==> config.mk <==
export PLATFORM = sky130hd
export DESIGN_NAME = slcan_sequence_checker_top_flat
export DESIGN_NICKNAME = d
export VERILOG_FILES = /design/src/hw/rtl/slseq_pkg.sv /design/src/hw/rtl/slseq_char_if.sv /design/src/hw/rtl/slseq_result_if.sv /design/src/hw/rtl/slseq_line_parser.sv /design/src/hw/rtl/slseq_out_reg.sv /design/src/hw/rtl/slcan_sequence_checker_top.sv /design/src/flat_wrapper.sv
export SDC_FILE = /design/constraint.sdc
export NUM_CORES = 1
export LEC_CHECK = 0
export ABC_CLOCK_PERIOD_IN_PS = 9400
export BUFFER_PORTS_ARGS = -buffer_cell sky130_fd_sc_hd__buf_2
export CAP_MARGIN = 20
export CORE_ASPECT_RATIO = 0.6
export CORE_MARGIN = 5
export CORE_UTILIZATION = 55
export DETAILED_ROUTE_END_ITERATION = 10
export PLACE_DENSITY = 0.86
export SETUP_SLACK_MARGIN = 0.1
export SLEW_MARGIN = 15
export SYNTH_ARGS = -nofsm -noshare
export SYNTH_HDL_FRONTEND = slang
export SYNTH_SLANG_ARGS = --single-unit
==> constraint.sdc <==
create_clock -name clk -period 9.4 [get_ports clk]
set_input_delay 1.41 -clock clk [delete_from_list [all_inputs] [get_ports clk]]
set_output_delay 1.41 -clock clk [all_outputs]
set_load 0.02 [all_outputs]
==> src/hw/rtl/slseq_pkg.sv <==
// slseq_pkg: shared types, character codes and the hex nibble decoder
// for the serial line sequence checker. No dependencies.
`timescale 1ns / 1ps

package slseq_pkg;

	localparam logic [7:0] CHAR_NUL = 8'h00;
	localparam logic [7:0] CHAR_CR  = 8'h0D;
	localparam logic [7:0] CHAR_T   = 8'h74;

	localparam int unsigned LEN_W = 5;
	localparam logic [LEN_W-1:0] LEN_MAX    = 5'd31;
	localparam logic [LEN_W-1:0] LEN_ACCEPT = 5'd21;
	localparam logic [LEN_W-1:0] DATA_FIRST = 5'd5;
	localparam logic [LEN_W-1:0] DATA_LAST  = 5'd20;

	typedef logic [7:0]  char_t;
	typedef logic [63:0] value_t;

	typedef struct packed {
		value_t frame_value;
		value_t expected_value;
		logic   out_of_sequence;
	} result_t;

	// Hex digit to nibble; anything that is not a hex digit gives zero
	function automatic logic [3:0] nibble_of(input char_t ch);
		logic [3:0] nib;
		nib = 4'h0;
		if (ch >= 8'h30 && ch <= 8'h39) begin
			nib = ch[3:0];
		end else if ((ch >= 8'h61 && ch <= 8'h66) || (ch >= 8'h41 && ch <= 8'h46)) begin
			nib = ch[3:0] + 4'd9;
		end
		return nib;
	endfunction

endpackage

==> src/hw/rtl/slseq_char_if.sv <==
// slseq_char_if: valid/ready channel that carries one received character.
// Depends on slseq_pkg.
`timescale 1ns / 1ps

interface slseq_char_if;
	import slseq_pkg::*;

	logic  valid;
	logic  ready;
	char_t rx_char;

	modport source (output valid, output rx_char, input ready);
	modport sink (input valid, input rx_char, output ready);
endinterface

==> src/hw/rtl/slseq_result_if.sv <==
// slseq_result_if: valid/ready channel that carries one sequence result.
// Depends on slseq_pkg.
`timescale 1ns / 1ps

interface slseq_result_if;
	import slseq_pkg::*;

	logic   valid;
	logic   ready;
	value_t frame_value;
	value_t expected_value;
	logic   out_of_sequence;

	modport source (output valid, output frame_value, output expected_value,
		output out_of_sequence, input ready);
	modport sink (input valid, input frame_value, input expected_value,
		input out_of_sequence, output ready);
endinterface

==> src/hw/rtl/slseq_line_parser.sv <==
// slseq_line_parser: input register, line state and frame decode.
// Depends on slseq_pkg and slseq_char_if.
`timescale 1ns / 1ps

module slseq_line_parser (
	input  logic               clk,
	input  logic               arst_n,
	slseq_char_if.sink         rx,
	input  logic               out_free,
	output logic               res_valid,
	output slseq_pkg::result_t res
);
	import slseq_pkg::*;

	logic             valid_s1;
	char_t            char_s1;
	logic [LEN_W-1:0] len_q;
	logic             start_t_q;
	value_t           acc_q;
	value_t           last_q;

	logic             is_cr;
	logic             is_nul;
	logic             accept;
	logic             advance;
	logic [3:0]       k;
	logic [5:0]       shift;
	value_t           acc_d;
	value_t           expected;

	// Decode the registered character against the line state
	always_comb begin
		is_cr    = (char_s1 == CHAR_CR);
		is_nul   = (char_s1 == CHAR_NUL);
		accept   = valid_s1 && is_cr && start_t_q && (len_q == LEN_ACCEPT);
		advance  = valid_s1 && (!accept || out_free);
		expected = last_q + 64'd1;
		k        = 4'(len_q - DATA_FIRST);
		shift    = {k[3:1], ~k[0], 2'b00};
		acc_d    = acc_q;
		acc_d[shift +: 4] = nibble_of(char_s1);
	end

	assign rx.ready  = !valid_s1 || advance;
	assign res_valid = accept;
	assign res.frame_value     = acc_q;
	assign res.expected_value  = expected;
	assign res.out_of_sequence = (acc_q != expected);

	// Hold the incoming character until the line state has taken it
	always_ff @(posedge clk or negedge arst_n) begin
		if (!arst_n) begin
			valid_s1 <= 1'b0;
		end else if (rx.ready) begin
			valid_s1 <= rx.valid;
		end
	end

	always_ff @(posedge clk) begin
		if (rx.ready && rx.valid) begin
			char_s1 <= rx.rx_char;
		end
	end

	// Advance the line state; drop the line on NUL or CR
	always_ff @(posedge clk or negedge arst_n) begin
		if (!arst_n) begin
			len_q     <= '0;
			start_t_q <= 1'b0;
			acc_q     <= '0;
			last_q    <= '1;
		end else if (advance) begin
			if (is_nul || is_cr) begin
				len_q     <= '0;
				start_t_q <= 1'b0;
				acc_q     <= '0;
				if (accept) begin
					last_q <= acc_q;
				end
			end else if (len_q < LEN_MAX) begin
				len_q <= len_q + 5'd1;
				if (len_q == '0) begin
					start_t_q <= (char_s1 == CHAR_T);
				end
				if (len_q >= DATA_FIRST && len_q <= DATA_LAST) begin
					acc_q <= acc_d;
				end
			end
		end
	end

endmodule

==> src/hw/rtl/slseq_out_reg.sv <==
// slseq_out_reg: result register in front of the output channel.
// Depends on slseq_pkg and slseq_result_if.
`timescale 1ns / 1ps

module slseq_out_reg (
	input  logic               clk,
	input  logic               arst_n,
	input  logic               res_valid,
	input  slseq_pkg::result_t res,
	output logic               out_free,
	slseq_result_if.source     tx
);
	import slseq_pkg::*;

	logic    valid_q;
	result_t data_q;

	// Slot is free when empty or when the held request leaves this cycle
	assign out_free = !valid_q || tx.ready;

	always_ff @(posedge clk or negedge arst_n) begin
		if (!arst_n) begin
			valid_q <= 1'b0;
		end else if (out_free) begin
			valid_q <= res_valid;
		end
	end

	always_ff @(posedge clk) begin
		if (out_free && res_valid) begin
			data_q <= res;
		end
	end

	assign tx.valid           = valid_q;
	assign tx.frame_value     = data_q.frame_value;
	assign tx.expected_value  = data_q.expected_value;
	assign tx.out_of_sequence = data_q.out_of_sequence;

endmodule

==> src/hw/rtl/slcan_sequence_checker_top.sv <==
// slcan_sequence_checker_top: serial line sequence checker, top level.
// Depends on slseq_pkg, slseq_char_if, slseq_result_if, slseq_line_parser, slseq_out_reg.
//
//   channel | dir | payload                                          | request
//   rx      | in  | rx_char[7:0]                                     | one character
//   tx      | out | frame_value[63:0] expected_value[63:0] oos[0]   | one accepted line
//
// One character per cycle sustained unless a stalled tx blocks a result. A
// character sits in the input register, then updates the line state; a CR that
// completes a valid line loads the result register. Reset clears the line state
// and sets the last value to all ones. A stalled tx holds rx only when a further
// result would need the result register.
`timescale 1ns / 1ps

module slcan_sequence_checker_top (
	input  logic           clk,
	input  logic           arst_n,
	slseq_char_if.sink     rx,
	slseq_result_if.source tx
);
	import slseq_pkg::*;

	logic    res_valid;
	result_t res;
	logic    out_free;

	slseq_line_parser u_parser (
		.clk       (clk),
		.arst_n    (arst_n),
		.rx        (rx),
		.out_free  (out_free),
		.res_valid (res_valid),
		.res       (res)
	);

	slseq_out_reg u_out (
		.clk       (clk),
		.arst_n    (arst_n),
		.res_valid (res_valid),
		.res       (res),
		.out_free  (out_free),
		.tx        (tx)
	);

endmodule

==> src/flat_wrapper.sv <==
// flat-port wrapper written by rule: the top's interface ports become plain ports
module slcan_sequence_checker_top_flat import slseq_pkg::*;
  (clk, arst_n, rx_valid, rx_rx_char, rx_ready, tx_valid, tx_frame_value, tx_expected_value, tx_out_of_sequence, tx_ready);
  slseq_char_if rx_i ();
  slseq_result_if tx_i ();
  input  logic clk;
  input  logic arst_n;
  input wire logic [$bits(rx_i.valid)-1:0] rx_valid;
  input wire logic [$bits(rx_i.rx_char)-1:0] rx_rx_char;
  output wire logic [$bits(rx_i.ready)-1:0] rx_ready;
  output wire logic [$bits(tx_i.valid)-1:0] tx_valid;
  output wire logic [$bits(tx_i.frame_value)-1:0] tx_frame_value;
  output wire logic [$bits(tx_i.expected_value)-1:0] tx_expected_value;
  output wire logic [$bits(tx_i.out_of_sequence)-1:0] tx_out_of_sequence;
  input wire logic [$bits(tx_i.ready)-1:0] tx_ready;
  assign rx_i.valid = rx_valid;
  assign rx_i.rx_char = rx_rx_char;
  assign rx_ready = rx_i.ready;
  assign tx_valid = tx_i.valid;
  assign tx_frame_value = tx_i.frame_value;
  assign tx_expected_value = tx_i.expected_value;
  assign tx_out_of_sequence = tx_i.out_of_sequence;
  assign tx_i.ready = tx_ready;
  slcan_sequence_checker_top u_core (.clk(clk), .arst_n(arst_n), .rx(rx_i), .tx(tx_i));
endmodule
==> out/results.ini <==
[outcome]
status = complete, no violations

[synth]
synth_compound_area_share_pct = 9.35
yosysMostFrequentCell = edfxtp_1
syn_area_per_cell_um2 = 12.0
synth_flop_cell = edfxtp_1
yosys-top-cells-count = edfxtp_1, nand2_1, o21ai_0, dfrtp_1, xnor2_1
synth_area_um2 = 13100
yosys_warnings = 0
synthMuxAreaShare_pct = 4.54
synth_top_family_by_area = simple AND/OR/NAND/NOR gates
synthArstFlopShare_pct = 49.8
synth_xor_area_share_pct = 9.12
yosys.area.top_type_share_pct = 31.4
synth_area_leaders = edfxtp_1, dfrtp_1, dfstp_2
syn-num-nets = 1117
synth_cells = 1094
synth_top_cell_by_area = edfxtp_1
seq_area_frac_synth_pct = 58.1
synth_enable_flop_cells = 137
ys_types = 70
yosys_register_bits = 273
synth_fa_ha_area_share_pct = 1.05
yosys.area_share.simple_pct = 15.3

[cells_and_area]
fin_cells = 1551
regArea_um2 = 7600
layout.nets = 1240
fill_cells = 1823
drive_above_1_share_pct = 26.8
area_growth_pct = 14.1
multiInputGateArea_um2 = 5180
diodes = 0

[pwr]
power.share.combinational_pct = 11.9
seq_power_share_pct = 49.3
leakage_nw = 5.84
p_sw_share_pct = 27.2
p_sw_w = 0.000756
power.density_nw_per_um2 = 186
clkPwrFrac_pct = 38.8
intPower_w = 0.00203
peakVddDrop_v = 0.000170

[setup_path]
cp.arrival_ps = 4530
r2r_start = u_core.u_parser.last_q[0]
critical_path.cell_chain = ha_1 > nand3_1 > nor3_2 > nand3_1 > nor4_2 > xnor2_1 > a21oi_1 > o2111ai_1 > or4_1 > or4_1
crit_type = reg -> reg
slowest_delay_ps = 650
ff2ff_path_depth = 10
crit_fanout = 9
worst_setup_path_start_kind = flip-flop
rrSetupSlack_ps = 5170
slowest_stage = nor3_2
timing.rr.end = u_core.u_out.tx.out_of_sequence
end_kind = flip-flop
cp_top_family = simple AND/OR/NAND/NOR gates
worst_ep_required_time_ps = 9700
worst-path-buf-inv = 0

[detailed_routing]
dr.max_layer_used = met4
vias = 9958
drc = 0
antenna_left = 0
dr.first_iter.drc_count = 1358
totalWireLength_um = 39400
wl_per_cell_um = 25.4
dr.pass1.iters = 5
via_per_inst = 6.42
met2_length_um = 15800
met1_length_um = 17100
wl_met3_um = 5850

[floorplanning]
die_h_um = 129
initial_core_util_pct = 56.3
num_io_pins = 143
core_um2 = 23200
rows = 43
die_area_um2 = 27100
die_w_um = 209

[timing]
fin_ws_ps = 5170
finClkSkew_ps = 21.9
final.min_clock_period_ps = 4230
timing.final.hold_violations = 0
tightest_slew_ps = 1040
tns_ps = 0
fin_crit_sh_pct = 45.0
setup-violations-final = 0
max_freq_mhz = 236
whs_ps = 544
slew_headroom_pct = 30.8
rsz0062_at_grt = false
maxSlewViolCount = 0

[clocking]
clk_pin_slew_worst_paths_ps = 70
cts-htree-levels = 1
clock_latency_ps = 560
postCtsHoldBufs = 0
cts_tree = yes
cts_buffers = 25
cts_sinks = 273
root_buffer = clkbuf_16
cts_resized = 0
cts_buffer_depth = 3
cts_setup_buffers = 0

[worst_hold_path]
hp-class = reg -> reg
hold_end = u_core.u_out.tx.frame_value[61]
min_path_cells = 0
hold_start = u_core.u_parser.acc_q[61]

[grt]
antenna_found_initial = 0
grt_pass1_wl_um = 59300
grt_max_degree = 78
grt_pass1_vias = 9399
overflow = 0
grt_use_total_pct = 28.7

[placed_design]
place_congestion = 1.01
port_buffers = 142
post-dp-hpwl_um = 29000
dp_slack_ps = 4920
placed_cells = 1504

[job]
cap_violations = 0

## flip-flops by register name, summed over array words and instances (netlist names)
register and flops:
u_core.u_out.tx.expected_value 64, u_core.u_out.tx.frame_value 64, u_core.u_parser.acc_q 64, u_core.u_parser.last_q 64, u_core.u_parser.char_s1 8, u_core.u_parser.len_q 5
u_core.u_out.tx.out_of_sequence 1, u_core.u_out.tx.valid 1, u_core.u_parser.start_t_q 1, u_core.u_parser.valid_s1 1
## worst register-to-register path: stages (launching register included)
cell,delay [ps]
dfstp_2,590
ha_1,200
nand3_1,300
nor3_2,650
nand3_1,320
nor4_2,370
xnor2_1,100
a21oi_1,180
o2111ai_1,220
or4_1,580
or4_1,470
## worst max path at each step
stage,start,end,slack (ps),cells past startpoint
2_1_floorplan,u_core.u_parser.len_q[1],u_core.u_out.tx.expected_value[0],1870,6
3_3_place_gp,u_core.u_parser.last_q[0],u_core.u_out.tx.out_of_sequence,5030,10
3_5_place_dp,u_core.u_parser.last_q[0],u_core.u_out.tx.out_of_sequence,4920,10
4_1_cts,u_core.u_parser.last_q[0],u_core.u_out.tx.out_of_sequence,4930,10
5_1_grt,u_core.u_parser.last_q[0],u_core.u_out.tx.out_of_sequence,4950,10
6_report,u_core.u_parser.last_q[0],u_core.u_out.tx.out_of_sequence,5170,10
## cell usage in the layout (no fill, tap or decap), types with 3 or more instances in the layout
cell type and n:
nor3_1 18, or2_2 4, nand4_1 40, a22o_1 41
mux2_2 51, edfxtp_1 137, clkbuf_8 5, o221ai_1 3
a21oi_1 14, buf_2 141, clkbuf_16 27, dfrtp_1 72
a2111oi_0 3, and2_1 5, nor2_1 41, nand2b_1 10
inv_1 31, nor4_1 17, xor2_1 48, dfstp_2 64
or3_1 11, or4_1 11, clkinv_2 6, nor3b_1 8
xnor3_1 5, nor4_2 4, and3_1 18, buf_4 8
and4_1 13, nor2b_1 9, nand2_1 102, nand3b_1 5
nand3_1 38, o21ai_0 76, o22ai_1 3, ha_1 11
a31oi_1 4, xnor2_1 70, a21o_1 3
## layer usage
layer	vias to the layer above	global-route usage (%)
met1	4938	44.0
met5	-	0
met2	668	39.1
met4	0	4.75
met3	53	11.7
li1	4299	-
## logic make-up after synthesis
kind of cell	after synthesis
flops	273
simple gates	367
xor+xnor	125
buf+inv	85
compound gates	180
mux	53
fa+ha+maj	11
## per-stage QoR
step | util, % | cell area [µm²] | power [W]
floorplan | - | 13100 | 0.00159
global placement | 60.4 | 14000 | 0.00170
finish | 64.2 | 14900 | 0.00278
CTS | 64.2 | 14900 | 0.00278
global route | 64.2 | 14900 | 0.00288
detailed placement | 60.4 | 14000 | 0.00170
## layout make-up
class	instances	share of cell area, %
Sequential cell	273	50.9
Multi-Input combinational cell	736	34.7
Timing Repair Buffer	150	5.16
Clock buffer	33	5.01
Tap cell	315	2.64
Clock inverter	13	0.855
Inverter	31	0.779
## power groups by stage
stage	Combinational (W)	Sequential, W	Clock [W]
4_1_cts	0.000319	0.00136	0.00109
2_1_floorplan	0.000255	0.00133	0
6_report	0.000331	0.00137	0.00108
3_5_place_dp	0.000316	0.00139	0
5_1_grt	0.000362	0.00137	0.00115
3_3_place_gp	0.000312	0.00139	0
(Power assumes the default switching activity.)
